<file path="config.mk">
export PLATFORM = sky130hd
export DESIGN_NAME = sctb_front
export DESIGN_NICKNAME = d
export VERILOG_FILES = /design/src/sv/sctb_pkg.sv /design/src/sv/sctb_div.sv /design/src/sv/sctb_front.sv
export SDC_FILE = /design/constraint.sdc
export NUM_CORES = 2
export LEC_CHECK = 0
export BUFFER_PORTS_ARGS = -buffer_cell sky130_fd_sc_hd__buf_2
export CORE_MARGIN = 5
export CORE_UTILIZATION = 31
export DETAILED_ROUTE_END_ITERATION = 12
export HOLD_SLACK_MARGIN = 0.08
export SLEW_MARGIN = 15
export SYNTH_ARGS = -nofsm -noshare
export SYNTH_HDL_FRONTEND = slang
export SYNTH_SLANG_ARGS = --single-unit
</file>
<file path="constraint.sdc">
create_clock -name clk -period 127.8 [get_ports clk]
set_input_delay 19.17 -clock clk [delete_from_list [all_inputs] [get_ports clk]]
set_output_delay 19.17 -clock clk [all_outputs]
set_load 0.02 [all_outputs]
</file>
<file path="src/sv/sctb_pkg.sv">
`default_nettype none

package sctb_pkg;

	localparam int MAX_SRC_W   = 256;
	localparam int MAX_SRC_H   = 256;
	localparam int FRAME_DEPTH = MAX_SRC_W * MAX_SRC_H;
	localparam int ADDR_W      = $clog2(FRAME_DEPTH);

	localparam int SRC_ADDR_W = 16;
	localparam int PIX_W      = 32;
	localparam int CHAN_W     = 8;
	localparam int RGB_W      = 3 * CHAN_W;
	localparam int COORD_W    = 8;
	localparam int DIM_W      = 9;
	localparam int POS_W      = 13;

	// mapping numerator, its magnitude and the quotient width
	localparam int T_W    = POS_W + DIM_W + 1;
	localparam int MAG_W  = T_W - 1;
	localparam int FRAC_W = 4;
	localparam int NQ     = MAG_W - FRAC_W;

	localparam int SUM_W     = CHAN_W + 2;
	localparam int LIT_LIMIT = 128 * 3;

	localparam int Q_DEPTH = 4;
	localparam int Q_PTR_W = $clog2(Q_DEPTH);

	localparam int PADDR_W = 5;
	localparam int PDATA_W = 32;

	localparam logic KIND_WRITE = 1'b0;

	localparam logic [DIM_W-1:0] DIM_RESET  = DIM_W'(256);
	localparam logic [POS_W-1:0] SIZE_RESET = POS_W'(4096);

	typedef enum logic [2:0] {
		REG_SRC_WIDTH,
		REG_SRC_HEIGHT,
		REG_CROP_X,
		REG_CROP_Y,
		REG_CROP_W,
		REG_CROP_H,
		REG_OUT_WIDTH,
		REG_OUT_HEIGHT
	} reg_idx_t;

	typedef struct packed {
		logic [DIM_W-1:0]        src_width;
		logic [DIM_W-1:0]        src_height;
		logic signed [POS_W-1:0] crop_x;
		logic signed [POS_W-1:0] crop_y;
		logic [POS_W-1:0]        crop_w;
		logic [POS_W-1:0]        crop_h;
		logic [DIM_W-1:0]        out_width;
		logic [DIM_W-1:0]        out_height;
	} cfg_t;

	typedef struct packed {
		logic                  kind;
		logic [SRC_ADDR_W-1:0] src_addr;
		logic [PIX_W-1:0]      pixel;
		logic [COORD_W-1:0]    out_x;
		logic [COORD_W-1:0]    out_y;
	} req_t;

	typedef struct packed {
		logic               lit;
		logic               inside_res;
		logic [COORD_W-1:0] col;
		logic [COORD_W-1:0] row;
	} res_t;

	typedef struct packed {
		logic               kind;
		logic [ADDR_W-1:0]  addr;
		logic [RGB_W-1:0]   data;
		logic [COORD_W-1:0] col;
		logic [COORD_W-1:0] row;
		logic               neg_x;
		logic               neg_y;
	} meta_t;

	typedef struct packed {
		logic               wr;
		logic               in_frame;
		logic [ADDR_W-1:0]  addr;
		logic [RGB_W-1:0]   data;
		logic [COORD_W-1:0] col;
		logic [COORD_W-1:0] row;
	} cmd_t;

endpackage

`default_nettype wire

</file>
<file path="src/sv/sctb_div.sv">
`default_nettype none

module sctb_div (
	input  wire logic                        clk,
	input  wire logic                        en,
	input  wire logic [sctb_pkg::NQ-1:0]    num,
	input  wire logic [sctb_pkg::DIM_W-1:0] divisor,
	output logic [sctb_pkg::NQ-1:0]         quo
);

	localparam int NQ    = sctb_pkg::NQ;
	localparam int DIM_W = sctb_pkg::DIM_W;

	// one quotient bit per stage, msb first
	logic [DIM_W-1:0] rem_s [NQ-1];
	logic [NQ-1:0]    num_s [NQ-1];
	logic [NQ-1:0]    quo_s [NQ];

	for (genvar k = 0; k < NQ; k++) begin : g_stage
		logic [DIM_W-1:0] rem_in;
		logic [NQ-1:0]    num_in;
		logic [NQ-1:0]    quo_in;
		logic [DIM_W:0]   trial;
		logic             take;

		if (k == 0) begin : g_first
			assign rem_in = '0;
			assign num_in = num;
			assign quo_in = '0;
		end else begin : g_next
			assign rem_in = rem_s[k-1];
			assign num_in = num_s[k-1];
			assign quo_in = quo_s[k-1];
		end

		assign trial = {rem_in, num_in[NQ-1]};
		assign take  = trial >= {1'b0, divisor};

		always_ff @(posedge clk) begin
			if (en) begin
				quo_s[k] <= {quo_in[NQ-2:0], take};
			end
		end

		if (k < NQ - 1) begin : g_carry
			always_ff @(posedge clk) begin
				if (en) begin
					rem_s[k] <= take ? DIM_W'(trial - {1'b0, divisor})
					                 : trial[DIM_W-1:0];
					num_s[k] <= {num_in[NQ-2:0], 1'b0};
				end
			end
		end
	end

	assign quo = quo_s[NQ-1];

endmodule

`default_nettype wire

</file>
<file path="src/sv/sctb_front.sv">
`default_nettype none

module sctb_front (
	input  wire logic           clk,
	input  wire logic           arst_n,
	input  wire sctb_pkg::cfg_t cfg,
	input  wire logic           req_valid,
	output logic                req_ready,
	input  wire sctb_pkg::req_t req_data,
	input  wire logic           q_full,
	output logic                q_push,
	output sctb_pkg::cmd_t      q_data
);

	localparam int T_W    = sctb_pkg::T_W;
	localparam int MAG_W  = sctb_pkg::MAG_W;
	localparam int NQ     = sctb_pkg::NQ;
	localparam int DIM_W  = sctb_pkg::DIM_W;
	localparam int POS_W  = sctb_pkg::POS_W;
	localparam int LIN_W  = 2 * DIM_W;

	logic adv;

	logic [DIM_W-1:0] div_x;
	logic [DIM_W-1:0] div_y;

	logic                  v_s1;
	sctb_pkg::meta_t       meta_s1;
	logic                  v_s2;
	sctb_pkg::meta_t       meta_s2;
	logic [T_W-1:0]        pa_x_s2;
	logic [T_W-1:0]        pa_y_s2;
	logic signed [T_W-1:0] pb_x_s2;
	logic signed [T_W-1:0] pb_y_s2;
	logic                  v_s3;
	sctb_pkg::meta_t       meta_s3;
	logic signed [T_W-1:0] t_x_s3;
	logic signed [T_W-1:0] t_y_s3;
	logic                  v_s4;
	sctb_pkg::meta_t       meta_s4;
	logic [NQ-1:0]         n_x_s4;
	logic [NQ-1:0]         n_y_s4;

	logic            dly_v_s    [NQ];
	sctb_pkg::meta_t dly_meta_s [NQ];

	logic           cmd_v_q;
	sctb_pkg::cmd_t cmd_q;

	logic [MAG_W-1:0] mag_x;
	logic [MAG_W-1:0] mag_y;
	logic [NQ-1:0]    q_x;
	logic [NQ-1:0]    q_y;
	sctb_pkg::meta_t  fin;
	logic             in_x;
	logic             in_y;
	logic [LIN_W-1:0] lin;

	assign adv       = !cmd_v_q || !q_full;
	assign req_ready = adv;
	assign q_push    = cmd_v_q && !q_full;
	assign q_data    = cmd_q;

	// a zero divisor counts as one
	assign div_x = (cfg.out_width == '0) ? DIM_W'(1) : cfg.out_width;
	assign div_y = (cfg.out_height == '0) ? DIM_W'(1) : cfg.out_height;

	assign mag_x = t_x_s3[T_W-1] ? MAG_W'(-t_x_s3) : MAG_W'(t_x_s3);
	assign mag_y = t_y_s3[T_W-1] ? MAG_W'(-t_y_s3) : MAG_W'(t_y_s3);

	sctb_div u_div_x (
		.clk     (clk),
		.en      (adv),
		.num     (n_x_s4),
		.divisor (div_x),
		.quo     (q_x)
	);

	sctb_div u_div_y (
		.clk     (clk),
		.en      (adv),
		.num     (n_y_s4),
		.divisor (div_y),
		.quo     (q_y)
	);

	// truncation toward zero: a small negative value maps to zero and stays inside
	assign fin  = dly_meta_s[NQ-1];
	assign in_x = (!fin.neg_x || q_x == '0) && (q_x < NQ'(cfg.src_width));
	assign in_y = (!fin.neg_y || q_y == '0) && (q_y < NQ'(cfg.src_height));
	assign lin  = LIN_W'(cfg.src_width) * LIN_W'(q_y[DIM_W-1:0])
	            + LIN_W'(q_x[DIM_W-1:0]);

	always_ff @(posedge clk or negedge arst_n) begin
		if (!arst_n) begin
			v_s1    <= 1'b0;
			v_s2    <= 1'b0;
			v_s3    <= 1'b0;
			v_s4    <= 1'b0;
			cmd_v_q <= 1'b0;
			for (int k = 0; k < NQ; k++) begin
				dly_v_s[k] <= 1'b0;
			end
		end else if (adv) begin
			v_s1       <= req_valid;
			v_s2       <= v_s1;
			v_s3       <= v_s2;
			v_s4       <= v_s3;
			dly_v_s[0] <= v_s4;
			for (int k = 1; k < NQ; k++) begin
				dly_v_s[k] <= dly_v_s[k-1];
			end
			cmd_v_q <= dly_v_s[NQ-1];
		end
	end

	always_ff @(posedge clk) begin
		if (adv) begin
			meta_s1.kind  <= req_data.kind;
			meta_s1.addr  <= req_data.src_addr[sctb_pkg::ADDR_W-1:0];
			meta_s1.data  <= req_data.pixel[sctb_pkg::RGB_W-1:0];
			meta_s1.col   <= req_data.out_x;
			meta_s1.row   <= req_data.out_y;
			meta_s1.neg_x <= 1'b0;
			meta_s1.neg_y <= 1'b0;

			meta_s2 <= meta_s1;
			pa_x_s2 <= T_W'(meta_s1.col) * T_W'(cfg.crop_w);
			pa_y_s2 <= T_W'(meta_s1.row) * T_W'(cfg.crop_h);
			pb_x_s2 <= $signed({{(T_W-POS_W){cfg.crop_x[POS_W-1]}}, cfg.crop_x})
			         * $signed(T_W'(div_x));
			pb_y_s2 <= $signed({{(T_W-POS_W){cfg.crop_y[POS_W-1]}}, cfg.crop_y})
			         * $signed(T_W'(div_y));

			meta_s3 <= meta_s2;
			t_x_s3  <= $signed(pa_x_s2) + pb_x_s2;
			t_y_s3  <= $signed(pa_y_s2) + pb_y_s2;

			meta_s4.kind  <= meta_s3.kind;
			meta_s4.addr  <= meta_s3.addr;
			meta_s4.data  <= meta_s3.data;
			meta_s4.col   <= meta_s3.col;
			meta_s4.row   <= meta_s3.row;
			meta_s4.neg_x <= t_x_s3[T_W-1];
			meta_s4.neg_y <= t_y_s3[T_W-1];
			n_x_s4        <= mag_x[MAG_W-1:sctb_pkg::FRAC_W];
			n_y_s4        <= mag_y[MAG_W-1:sctb_pkg::FRAC_W];

			dly_meta_s[0] <= meta_s4;
			for (int k = 1; k < NQ; k++) begin
				dly_meta_s[k] <= dly_meta_s[k-1];
			end

			cmd_q.wr       <= fin.kind == sctb_pkg::KIND_WRITE;
			cmd_q.in_frame <= in_x && in_y;
			cmd_q.addr     <= (fin.kind == sctb_pkg::KIND_WRITE) ? fin.addr
			                                                     : lin[sctb_pkg::ADDR_W-1:0];
			cmd_q.data     <= fin.data;
			cmd_q.col      <= fin.col;
			cmd_q.row      <= fin.row;
		end
	end

endmodule

`default_nettype wire

</file>
Yosys cells after proc, flatten, opt, wreduce, memory -nomap -nowiden
Memories as Yosys holds them, arrays and structs flattened. Index checks and enable logic that the tools add are counted.

$lt $le $gt $ge: 38. Bitwise operators: 1. Reductions and logical operators: 15. Add/subtract/negate cells: 39. Multiplexer cells: 41. $mul: 5.

Operators with widths (number): 10-bit by 9-bit >= comparator with 1-bit output (34); 9-bit 2-to-1 mux (36); 9-bit subtractor (32); 22-bit by 23-bit adder with 23-bit output (2); 13-bit by 10-bit multiplier with 23-bit output (2); 22-bit 2-to-1 mux (2); 22-bit negator (2); 8-bit by 13-bit multiplier with 21-bit output (2); 18-bit logical NOT (2); 18-bit by 9-bit < comparator with 1-bit output (2); 1-bit by 9-bit >= comparator with 1-bit output (2); 9-bit logical NOT (2); 1-bit by 9-bit subtractor with 9-bit output (2); 16-bit by 9-bit adder with 16-bit output (1); 9-bit by 9-bit multiplier with 16-bit output (1); 16-bit 2-to-1 mux (1); 1-bit logical AND (4); 1-bit logical NOT (4); 1-bit logical OR (3); 1-bit 2-to-1 mux (2); 1-bit NOT (1).

Output and inout bits: 60. Bits of input ports: 157. Bits in writable memories: 2594. Logic and storage cells: 205. Memories: 7. Register bits after elaboration: 481.

Memories: dly_meta_s (words 18, width 59, read ports 18, clocked after memory_dff 0, wr ports 18, line sctb_front.sv:45) `sctb_pkg::meta_t dly_meta_s [NQ];`; u_div_x.quo_s (words 18, width 18, read ports 18, clocked after memory_dff 0, wr ports 18, line sctb_div.sv:17) `logic [NQ-1:0] quo_s [NQ];`; u_div_y.quo_s (words 18, width 18, read ports 18, clocked after memory_dff 0, wr ports 18, line sctb_div.sv:17); u_div_x.num_s (words 17, width 17, read ports 17, clocked after memory_dff 0, wr ports 17, line sctb_div.sv:16) `logic [NQ-1:0] num_s [NQ-1];`; u_div_y.num_s (words 17, width 17, read ports 17, clocked after memory_dff 0, wr ports 17, line sctb_div.sv:16); u_div_x.rem_s (words 17, width 9, read ports 17, clocked after memory_dff 0, wr ports 17, line sctb_div.sv:15) `logic [DIM_W-1:0] rem_s [NQ-1];`; +1 memories.

Longest topological paths before layout
An unclocked memory read counts as a cell.

Word-level depth: 5. Gate-level depth with buffers: 21. Depth with buffers taken out: 20.

By module
Synthesis repeated with hierarchy kept, for this count alone.

Cells, all modules: 7236. Area total of the unflattened synthesis: 113307.4 sq um.

By module, submodules not included: sctb_front (sequential area each 46219.3 sq um, cells each 4162, times used 1, area an instance 67976.4 sq um); sctb_div (sequential area each 14323.7 sq um, cells each 1537, times used 2, area an instance 22665.5 sq um).

Worst setup path after synthesis
No wires, ideal clock.

Path type: input-to-output. Start: in q_full. End: out req_ready. Data arrival time: 85.956 ns. Cell stages on the path: 2. Path slack: 22.674 ns. Buffers on the path: 1. Data required time: 108.630 ns. Path through: nand2_1 -> buf_1.

Longest elaborated chain between the ends: 2.

Ends and longest elaborated chain: from (decl) (line sctb_front.sv:10) `input wire logic q_full,`; 1-bit logical NOT (line sctb_front.sv:59) `assign adv = !cmd_v_q || !q_full;`; 1-bit logical OR (line sctb_front.sv:59); to (decl) (line sctb_front.sv:8) `output logic req_ready,`.

No other way between the ends.

Worst setup path after layout
Same ends and word-level chain as after synthesis.

==> impl_metrics.csv <==
group,metric,value,unit
status,status,"finished, final reports clean",
critical_path,critPathMaxFanout,4,
global_routing,grt_max_degree,219,
floorplanning,coreArea,0.359,mm^2
floorplanning,io_pins,217,
global_routing,grtUsageTotal,0.0993,
sta,rsz0062_at_grt,"no",
min_path,min_path_type,"reg -> reg",
synthesis,synth_edf_count,2474,
critical_path,required,108.63,ns
clocking,h-tree-depth,5,
drt,via_count,57100,
clocking,cts_tree,"built",
clocking,clockBufferDepth,4,
critical_path,cp_slowest_cell,"buf_2",
floorplanning,start_util,0.311,
critical_path,worstReg2RegStart,"cmd_v_q",
sta,max_freq,25.6,MHz
place,gp_congestion,0.845,
power_and_ir_drop,leakage,49.3,nW
critical_path,end_kind,"output port",
global_routing,antenna_found_initial,16,
drt,drtIter0Drc,3608,
drt,first_pass_iters,5,
job,maxCapViolCount,0,
clocking,cts_made_buffers,278,
synthesis,synthArstFlopShare,0.00921,
drt,final_antenna_net_count,0,
synthesis,synthCells,7395,
clocking,cts_setup_buffers,0,
layout,layout.nets,8984,
floorplanning,core.rowCount,220,
layout,fin_area,0.127,mm^2
sta,period_minus_slack,39.06,ns
place,io_buffers,208,
global_routing,grt_pass1_vias,59600,
layout,fillers,33800,
global_routing,overflow,0,
power_and_ir_drop,power.density,28.6,mW/mm^2
min_path,worstHoldStart,"dly_meta_s[5][32]",
sta,finalSetupViolCount,0,
synthesis,ys_seq_area_frac,0.672,
drt,via_per_inst,4.46,
sta,finalCritPeriodShare,0.306,
drt,wl,188000,um
sta,slew_viol_final,0,
sta,finalHoldViolations,0,
critical_path,critical_path.cell_chain,"buf_2 > nand2_4 > buf_2",
clocking,cts_resized,0,
critical_path,crit_top_cell,"buf_2",
power_and_ir_drop,total_power,3.64,mW
floorplanning,die_area,0.372,mm^2
clocking,cts_root_buffer,"clkbuf_16",
place,dp_cells,12300,
clocking,clock_latency,0.87,ns
synthesis,synthDistinctLibCells,65,
clocking,path_clk_slew,0.06,ns
critical_path,critPathLaunch,"q_full",
layout,final_cells,12800,
floorplanning,die_h,610,um
power_and_ir_drop,ir_drop,35.8,uV
sta,setup_tns,0,ns
synthesis,avgSynthCellArea,15.1,um^2
synthesis,synth_warnings,0,
layout,areaGrowthSynthToFinish,14.2,%
place,dp_hpwl,126000,um
sta,clock_skew,0.0408,ns
critical_path,worst_setup_path_start_kind,"primary input",
synthesis,ys_ff_latch,2497,
critical_path,arrival,19.89,ns
clocking,ctsHoldBuffers,0,
synthesis,synth_area,0.111,mm^2
place,place_area,0.118,mm^2
synthesis,syn-num-nets,8570,
layout,post_route_cells_drive_above_1_share,0.0918,
floorplanning,die_w,610,um
critical_path,slowest_delay,0.35,ns
sta,worst_pin_slew,1.13,ns
sta,relSlewSlack,0.247,
synthesis,yosys_most_used_dff,"edfxtp_1",
drt,wire_per_inst,14.7,um
global_routing,grt_pass1_wl,307000,um
critical_path,critPathKind,"in -> out",
drt,remaining_drc_errors,0,
clocking,clock-sinks,2497,
==> cell usage in the layout, fill, tap and decap left out, drive strengths merged, types with 22 or more instances in the layout <==
| cell | n |
|---|---|
| a211oi | 45 |
| a21boi | 46 |
| a21o | 80 |
| a21oi | 455 |
| and2 | 249 |
| buf | 248 |
| clkbuf | 345 |
| clkinv | 104 |
| dfrtp | 23 |
| edfxtp | 2474 |
| fa | 422 |
| ha | 596 |
| inv | 782 |
| mux2 | 68 |
| nand2 | 543 |
| nand2b | 43 |
| nand3 | 57 |
| nand4 | 69 |
| nor2 | 348 |
| nor2b | 110 |
| nor3 | 73 |
| o21ai | 198 |
| o31ai | 45 |
| o41ai | 22 |
| or2 | 25 |
| or3 | 25 |
| xnor2 | 249 |
| xor2 | 58 |
==> kinds of logic (layout without fill, tap and decap cells) <==
| group | after synthesis | after routing | share of synthesized area |
|---|---|---|---|
| adder cells (fa/ha/maj) | 1018 | 1018 | 0.143 |
| multiplexers | 69 | 69 | 0.00696 |
| buffers and inverters | 883 | 1503 | 0.0297 |
| other | 0 | 7 | 0 |
| XOR/XNOR | 307 | 307 | 0.0241 |
| flip-flops | 2497 | 2497 | 0.672 |
| AO/OA/AOI/OAI | 993 | 993 | 0.0531 |
| AND/OR/NAND/NOR | 1628 | 1628 | 0.0719 |
==> sequential cells by signal (all words and copies together), names as in the netlist, 18 cells and up <==
signal	count
dly_meta_s	1062
u_div_x.quo_s	171
u_div_y.quo_s	171
u_div_x.num_s	153
u_div_x.rem_s	153
u_div_y.num_s	153
u_div_y.rem_s	153
meta_s4	59
q_data	58
meta_s1	57
meta_s2	57
meta_s3	57
pb_x_s2	23
pb_y_s2	23
t_x_s3	23
t_y_s3	23
pa_x_s2	21
pa_y_s2	21
dly_v_s	18
n_x_s4	18
n_y_s4	18
==> cells in the mapped netlist, drive strengths merged (16+ instances only) <==
master,instances,area (um^2)
xnor2,249,2180
nand4,69,432
o21ai,198,998
clkbuf,111,417
mux2,68,766
dfrtp,23,576
xor2,58,508
o41ai,22,193
a211oi,45,338
o21a,18,135
a21oi,455,2280
or3,25,176
nor3,73,365
ha,596,7460
nor2b,110,688
nand2,543,2040
nand3,57,285
nand2b,43,269
a21boi,46,345
edfxtp,2474,74300
and4b,20,200
inv,769,2890
and2,249,1560
a2111oi,16,140
o31ai,45,338
or2,25,156
a21o,80,601
and3,20,125
nor2,348,1310
fa,422,8450
==> path summary, 6_finish.rpt <==
path                       slack [ns]           endpoint  cells after the start
setup / recovery                88.74          req_ready                      3
hold / removal                   0.38  dly_meta_s[6][32]                      0
setup reg to reg               121.55  dly_meta_s[9][53]                      7
hold reg to reg                  0.38  dly_meta_s[6][32]                      0
max in group asynchronous      109.18         dly_v_s[1]                      1
min in group asynchronous       18.28               v_s1                      1
==> routing by layer <==
metal	share of wire	global-route usage
met5	0.00022	0
met4	0.031	0.0348
met3	0.046	0.0186
met2	0.48	0.167
met1	0.44	0.129
==> cell type report <==
class	count	area [um^2]	share of cell area
Antenna cell	7	17.5	0.000138
Multi-Input combinational cell	4015	33300	0.262
Inverter	769	2890	0.0227
Tap cell	4773	5970	0.0469
Sequential cell	2497	74900	0.588
Clock buffer	345	7300	0.0574
Clock inverter	141	1500	0.0118
Timing Repair Buffer	248	1420	0.0111
==> power breakdown <==
part | leakage, nW | internal [mW] | switching, mW
Sequential | 25.0 | 1.44 | 0.121
Combinational | 20.0 | 0.552 | 0.761
Clock | 4.26 | 0.446 | 0.318
==> worst max-delay path: cells and delay by family <==
| kind | cells | cell delay, ns |
|---|---|---|
| buf+inv | 2 | 0.47 |
| simple gates | 1 | 0.20 |
==> stage by stage <==
stage	worst slack, ns	utilization	hold WS, ns
after floorplan	22.67	-	0.400
after global placement	88.65	0.330	0.400
after detailed placement	88.65	0.330	0.405
after CTS	88.65	0.355	0.360
after global routing	88.70	0.355	0.371
final	88.74	0.355	0.383
No activity file was read; power rests on OpenSTA's default activity.
