## src/sv/sctb_pkg.sv

```systemverilog
`default_nettype none

package sctb_pkg;

	localparam int MAX_SRC_W   = 256;
	localparam int MAX_SRC_H   = 256;
	localparam int FRAME_DEPTH = MAX_SRC_W * MAX_SRC_H;
	localparam int ADDR_W      = $clog2(FRAME_DEPTH);

	localparam int SRC_ADDR_W = 16;
	localparam int PIX_W      = 32;
	localparam int CHAN_W     = 8;
	localparam int RGB_W      = 3 * CHAN_W;
	localparam int COORD_W    = 8;
	localparam int DIM_W      = 9;
	localparam int POS_W      = 13;

	// mapping numerator, its magnitude and the quotient width
	localparam int T_W    = POS_W + DIM_W + 1;
	localparam int MAG_W  = T_W - 1;
	localparam int FRAC_W = 4;
	localparam int NQ     = MAG_W - FRAC_W;

	localparam int SUM_W     = CHAN_W + 2;
	localparam int LIT_LIMIT = 128 * 3;

	localparam int Q_DEPTH = 4;
	localparam int Q_PTR_W = $clog2(Q_DEPTH);

	localparam int PADDR_W = 5;
	localparam int PDATA_W = 32;

	localparam logic KIND_WRITE = 1'b0;

	localparam logic [DIM_W-1:0] DIM_RESET  = DIM_W'(256);
	localparam logic [POS_W-1:0] SIZE_RESET = POS_W'(4096);

	typedef enum logic [2:0] {
		REG_SRC_WIDTH,
		REG_SRC_HEIGHT,
		REG_CROP_X,
		REG_CROP_Y,
		REG_CROP_W,
		REG_CROP_H,
		REG_OUT_WIDTH,
		REG_OUT_HEIGHT
	} reg_idx_t;

	typedef struct packed {
		logic [DIM_W-1:0]        src_width;
		logic [DIM_W-1:0]        src_height;
		logic signed [POS_W-1:0] crop_x;
		logic signed [POS_W-1:0] crop_y;
		logic [POS_W-1:0]        crop_w;
		logic [POS_W-1:0]        crop_h;
		logic [DIM_W-1:0]        out_width;
		logic [DIM_W-1:0]        out_height;
	} cfg_t;

	typedef struct packed {
		logic                  kind;
		logic [SRC_ADDR_W-1:0] src_addr;
		logic [PIX_W-1:0]      pixel;
		logic [COORD_W-1:0]    out_x;
		logic [COORD_W-1:0]    out_y;
	} req_t;

	typedef struct packed {
		logic               lit;
		logic               inside_res;
		logic [COORD_W-1:0] col;
		logic [COORD_W-1:0] row;
	} res_t;

	typedef struct packed {
		logic               kind;
		logic [ADDR_W-1:0]  addr;
		logic [RGB_W-1:0]   data;
		logic [COORD_W-1:0] col;
		logic [COORD_W-1:0] row;
		logic               neg_x;
		logic               neg_y;
	} meta_t;

	typedef struct packed {
		logic               wr;
		logic               in_frame;
		logic [ADDR_W-1:0]  addr;
		logic [RGB_W-1:0]   data;
		logic [COORD_W-1:0] col;
		logic [COORD_W-1:0] row;
	} cmd_t;

endpackage

`default_nettype wire

```

## src/sv/sctb_queue.sv

```systemverilog
`default_nettype none

module sctb_queue (
	input  wire logic           clk,
	input  wire logic           arst_n,
	input  wire logic           push,
	input  wire sctb_pkg::cmd_t din,
	input  wire logic           pop,
	output sctb_pkg::cmd_t      dout,
	output logic                full,
	output logic                empty
);

	localparam int PW = sctb_pkg::Q_PTR_W;

	sctb_pkg::cmd_t slot_q [sctb_pkg::Q_DEPTH];
	logic [PW-1:0]  wp_q;
	logic [PW-1:0]  rp_q;
	logic [PW:0]    cnt_q;

	assign full  = cnt_q == (PW+1)'(sctb_pkg::Q_DEPTH);
	assign empty = cnt_q == '0;
	assign dout  = slot_q[rp_q];

	always_ff @(posedge clk or negedge arst_n) begin
		if (!arst_n) begin
			wp_q  <= '0;
			rp_q  <= '0;
			cnt_q <= '0;
		end else begin
			if (push) begin
				wp_q <= wp_q + PW'(1);
			end
			if (pop) begin
				rp_q <= rp_q + PW'(1);
			end
			if (push && !pop) begin
				cnt_q <= cnt_q + (PW+1)'(1);
			end else if (pop && !push) begin
				cnt_q <= cnt_q - (PW+1)'(1);
			end
		end
	end

	always_ff @(posedge clk) begin
		if (push) begin
			slot_q[wp_q] <= din;
		end
	end

endmodule

`default_nettype wire

```

## config.mk

```make
export PLATFORM = sky130hd
export DESIGN_NAME = sctb_queue
export DESIGN_NICKNAME = d
export VERILOG_FILES = /design/src/sv/sctb_pkg.sv /design/src/sv/sctb_queue.sv
export SDC_FILE = /design/constraint.sdc
export NUM_CORES = 1
export LEC_CHECK = 0
export ABC_CLOCK_PERIOD_IN_PS = 3150
export CAP_MARGIN = 20
export CORE_UTILIZATION = 45
export CTS_BUF_LIST = sky130_fd_sc_hd__clkbuf_8
export DETAILED_ROUTE_END_ITERATION = 8
export DONT_BUFFER_PORTS = 1
export GPL_TIMING_DRIVEN = 1
export SLEW_MARGIN = 20
export SYNTH_ARGS = -nofsm -noshare
export SYNTH_HDL_FRONTEND = slang
export SYNTH_SLANG_ARGS = --single-unit
```

## constraint.sdc

```tcl
create_clock -name clk -period 3.15 [get_ports clk]
set_clock_uncertainty 0.05 [all_clocks]
set_input_delay 0.4725 -clock clk [delete_from_list [all_inputs] [get_ports clk]]
set_output_delay 0.4725 -clock clk [all_outputs]
set_load 0.03 [all_outputs]
```

# Yosys cells after proc, flatten, opt, wreduce, memory -nomap -nowiden
# Memories as Yosys holds them, arrays and structs flattened.
# Index checks and enable logic that the tools add are counted.
op_classes:
  n_addsub: 4
  mul: 0
  div: 0
  n_lt_le_gt_ge: 0
  n_eq_ne: 1
  n_shift: 0
  muxes: 4
  bitwise: 0
  reduce_logical: 6
ops:
  columns: ["operator", "n"]
  rows:
  - ["3-bit 2-to-1 mux", 2]
  - ["2-bit by 1-bit adder with 2-bit output, second input constant", 2]
  - ["3-bit by 1-bit adder with 3-bit output, second input constant", 1]
  - ["3-bit equality test, second input constant", 1]
  - ["3-bit logical NOT", 1]
  - ["3-bit by 1-bit subtractor with 3-bit output, second input constant", 1]
  - ["1-bit logical AND", 2]
  - ["1-bit logical NOT", 2]
  - ["1-bit 2-to-1 mux", 2]
  - ["2-bit nonzero test", 1]
totals:
  regBits: 7
  latchBits: 0
  ramBits: 232
  rom_bits: 0
  input_bits: 62
  out_inout_bits: 60
  mem_count: 1
memory_table:
  columns: ["memory", "words", "width", "rd", "rd_ports_with_merged_regs", "wr", "line_no", "rtl"]
  rows:
  - ["slot_q", 4, 58, 1, 0, 1, "sctb_queue.sv:16", "sctb_pkg::cmd_t slot_q [sctb_pkg::Q_DEPTH];"]

# Logic depth before layout (Yosys ltp)
# Gate-level depths: netlist of run 1.
logic_depth:
  word_depth: 4
  ltp_mapped: 7
  ltp_nobuf: 7

# Worst setup path after synthesis of run 1
# OpenSTA, ideal clock, no wires.
synth_timing:
  path_kind: "reg-to-reg"
  from: "register wp_q[0]"
  to: "memory slot_q[2][0] (netlist bit), enable pin"
  setup_ns: 0.422
  t_arrival_ns: 1.986
  required_ns: 2.678
  path_slack_ns: 0.692
  stages_incl_launch_ff: 4
  path_cell_list: "dfrtp_1 inv_1 ha_1 and2_1"
synth_lines:
  columns: ["item", "line_no", "rtl"]
  rows:
  - ["from (decl)", "sctb_queue.sv:17", "logic [PW-1:0] wp_q;"]
  - ["from (signal assigned)", "sctb_queue.sv:32", "wp_q <= wp_q + PW'(1);"]
  - ["to (decl)", "sctb_queue.sv:16", null]
# No word-level cell before the write port.

==> flow_summary_export.csv, run 1 <==
group,metric,value,unit
floorplanning,start_util,46.61,%
synth,ys_warn_count,0,
drt,drtAntennaViolNets,0,
floorplanning,rows,50,
global_route,antenna_found_initial,1,
floorplanning,dieWidth,142.1,µm
clocking,clock_sinks,239,
pwr,vdd_ir_drop_max,0.4278,mV
floorplanning,dieArea,20200,µm²
sta,period_minus_slack,2.720,ns
worst_hold_path,worstHoldStart,"push",
sta,max_freq,367.7,MHz
placement,pre_cts_ws,0.8876,ns
clocking,clk_path_buf_depth,3,
setup_path,cp_num_buf_inv,1,
pwr,p_leak,3.394,nW
layout,area_delta_synth_final,17.19,%
global_route,track_usage,15.74,%
drt,wirelength,14.97,mm
clocking,htree_levels,2,
sta,grt_setup_unrepaired,"no",
placement,port_buffers,0,
setup_path,worstSetupPathType,"flop to output port",
outcome,status,"completed",
global_route,grt_pass1_vias,4191,
floorplanning,fp.dieH,142.1,µm
setup_path,crit_required,2.63,ns
worst_hold_path,hold_class,"input port to flop",
floorplanning,num_io_pins,122,
sta,tightest_slew,1.082,ns
synth,synth_area,8835,µm²
synth,synth_area_per_cell,26.14,µm²
sta,slew_violations,0,
sta,min_period_over_period,86.34,%
clocking,cts_tree,"built",
clocking,cts_resized,0,
clocking,cts_root_buf,"clkbuf_8",
drt,remaining_drc_errors,0,
synth,ys_types,19,
sta,worst_slack,0.4302,ns
synth,synthArstFlopShare,2.929,%
setup_path,cp.arrival,2.20,ns
setup_path,critPathTopFamily,"multiplexers",
setup_path,cp_slowest_stage_delay,0.68,ns
synth,synthFlopType,"edfxtp_1",
drt,viasPerCell,5.216,
drt,post_drt_wl_per_cell,20.85,µm
global_route,grt_max_degree,59,
drt,num_vias,3745,
sta,fin_tns_setup,0,ns
clocking,cts_made_buffers,40,
clocking,path_clk_slew,0.06,ns
global_route,grt_pass1_wl,23.50,mm
pwr,powerDensity,950.1,nW/µm²
setup_path,critPathLaunchType,"flop",
sta,relSlewSlack,27.73,%
synth,seq_area_frac_synth,80.84,%
setup_path,rr_startpoint,"wp_q[0]$_DFFE_PN0P_",
setup_path,startpoint,"rp_q[0]$_DFFE_PN0P_",
setup_path,endpoint_kind,"output port",
sta,setup_violations,0,
synth,syn_nets,406,
placement,place_congestion,0.6747,
synth,synth_edf_count,232,
drt,first_iter_violations,132,
drt,drt_first_pass_iters,5,
setup_path,cp_slowest_cell,"mux4_2",
layout,fill_cells,1462,
layout,drive_above_1_share,24.73,%
synth,ys_seq_elements,239,
flow_run,cap_violations,0,
floorplanning,core-area,18960,µm²
clocking,clk_latency,0.50,ns
layout,final_nets,499,
synth,syn_inst,338,
setup_path,path_cells,"buf_4 -> mux4_2",
sta,finalHoldViolations,0,
global_route,overflow,0,
placement,hpwl,7.832,mm
setup_path,cp_max_fo,16,
## cell usage in the layout, fill, tap and decap left out, types with 2 or more instances in the layout
cell	count
xnor2_1	2
inv_1	21
clkinv_2	2
dlygate4sd3_1	61
and2_4	4
edfxtp_1	232
ha_1	5
nand2_1	2
buf_4	3
dfrtp_1	5
xor2_1	4
mux4_2	58
clkbuf_8	41
clkinv_1	7
## per-layer routing
layer	global-route usage [%]	part of all wire (%)	up-vias	wire length (µm)
met3	5.485	7.2	25	1079
met1	18.77	40	1965	5925
met4	5.659	1.6	2	233
met2	26.52	52	119	7716
li1	-	-	1634	-
met5	0	0.11	-	17
## cells in the mapped netlist, types with 2 or more instances
cell	instances	share of area (%)
edfxtp_1	232	79
and2_1	4	0.28
mux4_2	58	15
xor2_1	4	0.40
dfrtp_1	7	2.0
nand2_1	2	0.085
ha_1	5	0.71
xnor2_1	2	0.20
buf_4	2	0.17
buf_2	5	0.28
inv_1	4	0.17
buf_12	6	1.4
## final cells by class
type                       instances  area [µm²]  share of cell area [%]
antenna                            1       2.502                 0.02417
clock buffer                      41       564.3                   5.450
clock inverter                    27       130.1                   1.257
inverter                           4       15.01                  0.1450
multi-input combinational         81        1516                   14.65
sequential                       239        7147                   69.03
tap                              260       325.3                   3.142
timing repair buffer              65       653.1                   6.308
## flip-flops by register name, summed over array words and instances, names as in the netlist
register	cells
slot_q	232
wp_q	2
cnt_q	3
rp_q	2
## repair_timing
item | in CTS | in global routing
setup buffers | 0 | 0
hold endpoints to repair | 242 | 0
hold buffers | 61 | 0
setup endpoints to repair | 0 | 0
## path summary, 6_finish.rpt
path | endpoint | depth (start not counted) | slack (ns)
max in group asynchronous | rp_q[0]$_DFFE_PN0P_ | 1 | 2.49
max reg2reg | slot_q[0][15]$_DFFE_PP_ | 3 | 1.25
min in group asynchronous | rp_q[1]$_DFFE_PN0P_ | 1 | 0.26
max | dout[39] | 2 | 0.43
min | wp_q[1]$_DFFE_PN0P_ | 2 | 0.05
min reg2reg | cnt_q[2]$_DFFE_PN0P_ | 1 | 0.46
## cells by family after synthesis
family                     after synthesis  share of synthesized area [%]
and+or+nand+nor                          9                         0.5523
xor gates and xnor gates                 6                         0.5948
adders and majority gates                6                         0.9347
AOI/OAI and AO/OA                        1                        0.05659
DFF                                    239                          80.84
muxes                                   59                          14.91
buffers and inverters                   18                          2.110
## through the flow
| step | area (µm²) | utilization [%] | instances | power [mW] | hold WS (ns) |
|---|---|---|---|---|---|
| 5_1_grt | 10350 | 54.61 | 717 | 10.32 | 0.02178 |
| 3_3_place_gp | 9046 | 47.72 | 588 | 7.496 | 0.1274 |
| 2_1_floorplan | 8835 | - | 338 | 7.134 | 0.1269 |
| 3_5_place_dp | 9046 | 47.72 | 588 | 7.534 | 0.1273 |
| 4_1_cts | 10350 | 54.61 | 717 | 10.03 | 0.003429 |
| 6_report | 10350 | 54.62 | 718 | 9.837 | 0.04553 |
## report_power, final
part           switching, mW  internal [mW]  leakage (nW)
clock network           1.09           1.28         0.418
registers              0.193           4.18          2.21
logic                   2.11          0.989         0.765
No activity file was read; power rests on OpenSTA's default activity.
==> run 2, diff against run 1 <==
ABC_CLOCK_PERIOD_IN_PS = 2700   (was 3150)
SKIP_CTS_REPAIR_TIMING = 1   (was default)
clock period = 2.7 ns   (was 3.15 ns; I/O delays follow)
==> run 2 against run 1 <==
Global-route usage fell by 0.17 points. Critical path depth did not move. Worst hold slack improved by 0.072 ns. Die area did not move. Cell count rose by 1.7%. Combinational power rose by 23%. Power rose by 19%. Final area rose by 1.7%. Critical path type unchanged. Largest cell class unchanged.
==> flow_summary_export.csv, run 2 (same netlist as run 1, synthesis figures left out) <==
group,metric,value,unit
floorplanning,core-area,18960,µm²
drt,drt_first_pass_iters,4,
sta,setup_violations,0,
global_route,track_usage,15.57,%
layout,regMostFlops,"slot_q",
clocking,clock_sinks,239,
pwr,powerDensity,1114,nW/µm²
drt,remaining_drc_errors,0,
placement,hpwl,8.966,mm
global_route,grt_pass1_vias,3931,
setup_path,cp_slowest_cell,"mux4_2",
global_route,grt_max_degree,35,
clocking,clk_latency,0.51,ns
drt,viasPerCell,5.203,
global_route,overflow,0,
floorplanning,start_util,46.61,%
worst_hold_path,hold_class,"input port to flop",
setup_path,worstSetupPathType,"flop to output port",
sta,fin_tns_setup,0,ns
flow_run,cap_violations,0,
sta,grt_setup_unrepaired,"no",
setup_path,crit_required,2.25,ns
global_route,grt_pass1_wl,22.80,mm
sta,period_minus_slack,2.445,ns
layout,layout_common_cells,"232 x edfxtp_1, 61 x dlygate4sd3_1, 58 x mux4_2",
layout,layout_commonest_cell,"edfxtp_1",
layout,area_delta_synth_final,19.16,%
layout,largest_reg_flops,232,
floorplanning,dieWidth,142.1,µm
pwr,vdd_ir_drop_max,0.8869,mV
layout,n_antenna_cell,0,
sta,tightest_slew,0.5216,ns
sta,min_period_over_period,90.57,%
clocking,cts_root_buf,"clkbuf_8",
setup_path,cp_slowest_stage_delay,0.67,ns
clocking,cts_made_buffers,41,
drt,first_iter_violations,184,
layout,seq_area,7147,µm²
placement,port_buffers,0,
sta,max_freq,408.9,MHz
layout,stdcell_area,10530,µm²
floorplanning,dieArea,20200,µm²
floorplanning,rows,50,
placement,place_congestion,0.7063,
clocking,clk_path_buf_depth,3,
sta,relSlewSlack,65.23,%
layout,fill_cells,1469,
sta,finalHoldViolations,0,
clocking,cts_tree,"built",
floorplanning,fp.dieH,142.1,µm
setup_path,cp_max_fo,31,
clocking,htree_levels,2,
clocking,path_clk_slew,0.06,ns
floorplanning,num_io_pins,122,
drt,num_vias,3798,
setup_path,cp.arrival,1.99,ns
sta,slew_violations,0,
layout,final_nets,514,
layout,drive_above_1_share,27.87,%
drt,post_drt_wl_per_cell,21.25,µm
pwr,p_leak,3.465,nW
drt,wirelength,15.51,mm
layout,top_regs,"slot_q: 232 flops, cnt_q: 3 flops",
setup_path,critPathLaunchType,"flop",
layout,multiInputGateArea,1516,µm²
setup_path,endpoint_kind,"output port",
global_route,antenna_found_initial,1,
drt,drtAntennaViolNets,0,
outcome,status,"completed",
setup_path,path_cells,"buf_12 -> mux4_2",
placement,placed_area,9171,µm²
run 2: changes by cell type in the layout (fill, tap and decap cells not counted):
cell,previous run,this run
buf_4,3,13
inv_1,21,14
buf_12,1,5
clkbuf_8,41,43
clkinv_1,7,9
clkinv_2,2,3
clkinvlp_4,0,1
diode_2,1,0
run 2: worst max-delay path: cells and delay by family, from the launching register on:
family	cells	cell delay (ns)
buf+inv	1	0.26
flops	1	0.48
mux	1	0.67
run 2: worst paths after layout:
path / start / to / slack, ns / cells after the start
worst max-delay path: rp_q[0]$_DFFE_PN0P_ / dout[47] / 0.25 / 2
worst min-delay path: push / cnt_q[0]$_DFFE_PN0P_ / 0.12 / 2
worst max register to register: wp_q[1]$_DFFE_PN0P_ / slot_q[1][23]$_DFFE_PP_ / 0.89 / 4
worst min register to register: cnt_q[2]$_DFFE_PN0P_ / cnt_q[2]$_DFFE_PN0P_ / 0.44 / 1
max in group asynchronous: arst_n / rp_q[0]$_DFFE_PN0P_ / 2.13 / 1
min in group asynchronous: arst_n / rp_q[0]$_DFFE_PN0P_ / 0.17 / 1
run 2: metal layers:
metal | up-vias | wire length [µm] | track usage, %
met3 | 37 | 1024 | 6.359
met5 | - | 13 | 0
li1 | 1662 | - | -
met4 | 2 | 330 | 5.886
met1 | 1984 | 6057 | 17.69
met2 | 113 | 8085 | 26.34
run 2: cell type report:
cell class / count / share of cell area [%]
Clock buffer: 43 / 5.622
Clock inverter: 24 / 1.177
Inverter: 4 / 0.1426
Multi-Input combinational cell: 81 / 14.40
Sequential cell: 239 / 67.89
Tap cell: 260 / 3.090
Timing Repair Buffer: 79 / 7.678
run 2: metrics by stage:
stage	setup slack, ns	power (mW)	util (%)	instances	hold WS (ns)
after floorplan	0.2417	8.323	-	338	0.05941
after global placement	0.6279	8.832	48.38	598	0.05985
after detailed placement	0.6179	8.881	48.38	598	0.05981
after CTS	0.03287	11.79	52.16	665	-0.5173
after global routing	0.1580	12.27	55.54	730	0.1116
final	0.2546	11.73	55.54	730	0.1170
run 2: where the power goes:
group / switching [mW] / internal, mW
sequential: 0.190 / 4.86
clock: 1.32 / 1.55
combinational: 2.51 / 1.30
total: 4.02 / 7.71
==> run 3, diff against run 2 <==
CORE_UTILIZATION = 40   (was 45)
==> run 3 against run 2 <==
Utilization is 6.7 points lower. Power is 1.8% higher. Clock power is 6% higher. Fmax is 2.3% higher. Setup slack better by 0.054 ns. Highest routed layer unchanged. Via count is 0.55% lower. First-iteration DRC count is 45% lower. Register-to-register slack worse by 0.05 ns. Combinational power hardly changed. Cell count is 3.6% higher. Die area is 12% higher. Non-clock buffer count is 1 higher.
==> flow_summary_export.csv, run 3 (same netlist as run 1, synthesis figures left out) <==
group,metric,value,unit
outcome,status,"completed",
global_route,grt_pass1_vias,3843,
drt,drtAntennaViolNets,0,
global_route,grt_util_met1,15.48,%
placement,pre_cts_ws,0.5657,ns
drt,wirelength,15.59,mm
worst_hold_path,worstHoldStart,"push",
layout,final_nets,514,
layout,layout_common_cells,"232 x edfxtp_1, 61 x dlygate4sd3_1, 58 x mux4_2",
drt,num_vias,3777,
clocking,clk_latency,0.53,ns
global_route,grtUsageMet2,22.74,%
clocking,cts_root_buf,"clkbuf_8",
sta,relSlewSlack,60.01,%
global_route,antenna_found_initial,3,
global_route,grt-busiest-layer,"met2",
layout,utilization,48.84,%
global_route,track_usage,13.65,%
sta,tightest_slew,0.5998,ns
clocking,htree_levels,2,
drt,drt_first_pass_iters,5,
floorplanning,rows,54,
setup_path,rr_endpoint,"slot_q[1][16]$_DFFE_PP_",
clocking,cts_tree,"built",
setup_path,critPathLaunchType,"flop",
sta,min_period_over_period,88.56,%
floorplanning,num_io_pins,122,
setup_path,r2r_setup_slack,0.84,ns
sta,finalHoldViolations,0,
sta,period_minus_slack,2.391,ns
global_route,grt_pass1_wl,22.27,mm
global_route,grt_util_met3,5.727,%
sta,slew_violations,0,
layout,stdcell_area,10630,µm²
floorplanning,start_util,40.61,%
sta,fin_tns_setup,0,ns
setup_path,endpoint_kind,"output port",
worst_hold_path,hold_class,"input port to flop",
clocking,clk_path_buf_depth,3,
placement,hpwl,8.850,mm
layout,regMostFlops,"slot_q",
floorplanning,core-area,21760,µm²
drt,post_drt_wl_per_cell,20.62,µm
setup_path,worstSetupPathType,"flop to output port",
sta,max_freq,418.2,MHz
pwr,power,11.94,mW
setup_path,cp_max_fo,21,
placement,dp.cells,616,
layout,largest_reg_flops,232,
layout,area_delta_synth_final,20.28,%
layout,layout_commonest_cell,"edfxtp_1",
clocking,clock_sinks,239,
pwr,powerDensity,1123,nW/µm²
drt,first_iter_violations,101,
setup_path,startpoint,"rp_q[0]$_DFFE_PN0P_",
drt,remaining_drc_errors,0,
setup_path,rr_startpoint,"wp_q[1]$_DFFE_PN0P_",
placement,port_buffers,0,
setup_path,r2r_cells,4,
clocking,cts_made_buffers,40,
floorplanning,dieArea,22680,µm²
placement,place_congestion,0.6760,
setup_path,crit_required,2.25,ns
sta,setup_violations,0,
global_route,overflow,0,
setup_path,cp.arrival,1.94,ns
pwr,vdd_ir_drop_max,0.5201,mV
floorplanning,dieWidth,150.6,µm
flow_run,cap_violations,0,
global_route,grt_max_degree,40,
sta,worst_slack,0.3088,ns
clocking,path_clk_slew,0.05,ns
floorplanning,fp.dieH,150.6,µm
layout,drive_above_1_share,28.27,%
drt,viasPerCell,4.996,
pwr,p_leak,3.495,nW
layout,stdcell_count,756,
setup_path,endpoint,"dout[41]",
placement,placed_area,9194,µm²
sta,hold_slack,0.1184,ns
sta,grt_setup_unrepaired,"no",
layout,top_regs,"slot_q: 232 flops, cnt_q: 3 flops",
[run 3: final cells by class]
class / instances / area, µm²
Antenna cell: 2 / 5.005
Clock buffer: 41 / 564.3
Clock inverter: 29 / 200.2
Fill cell: 1786 / 11130
Inverter: 4 / 15.01
Multi-Input combinational cell: 81 / 1516
Sequential cell: 239 / 7147
Tap cell: 280 / 350.3
Timing Repair Buffer: 80 / 828.3
[run 3: power breakdown]
part           switching, mW  internal (mW)
clock network           1.34           1.70
registers              0.196           4.86
logic                   2.52           1.33
total                   4.06           7.88
[run 3: worst max-delay path, cell delays in order (launching register included)]
cell     delay (ns)
dfrtp_4        0.51
buf_12         0.24
mux4_2         0.66
[run 3: worst min-delay path by stage]
stage                     slack, ns              endpoint  depth (start not counted)
after floorplan                0.06  cnt_q[0]$_DFFE_PN0P_                          0
after global placement         0.06  cnt_q[2]$_DFFE_PN0P_                          0
after detailed placement       0.06  cnt_q[2]$_DFFE_PN0P_                          0
after CTS                     -0.53   rp_q[1]$_DFFE_PN0P_                          0
after global routing           0.13  cnt_q[0]$_DFFE_PN0P_                          2
final                          0.12  cnt_q[0]$_DFFE_PN0P_                          2
[run 3: layer usage]
metal | wire length, µm | vias up
met5 | 8 | -
met4 | 354 | 2
met3 | 1005 | 36
met2 | 7917 | 100
met1 | 6301 | 1977
li1 | - | 1662
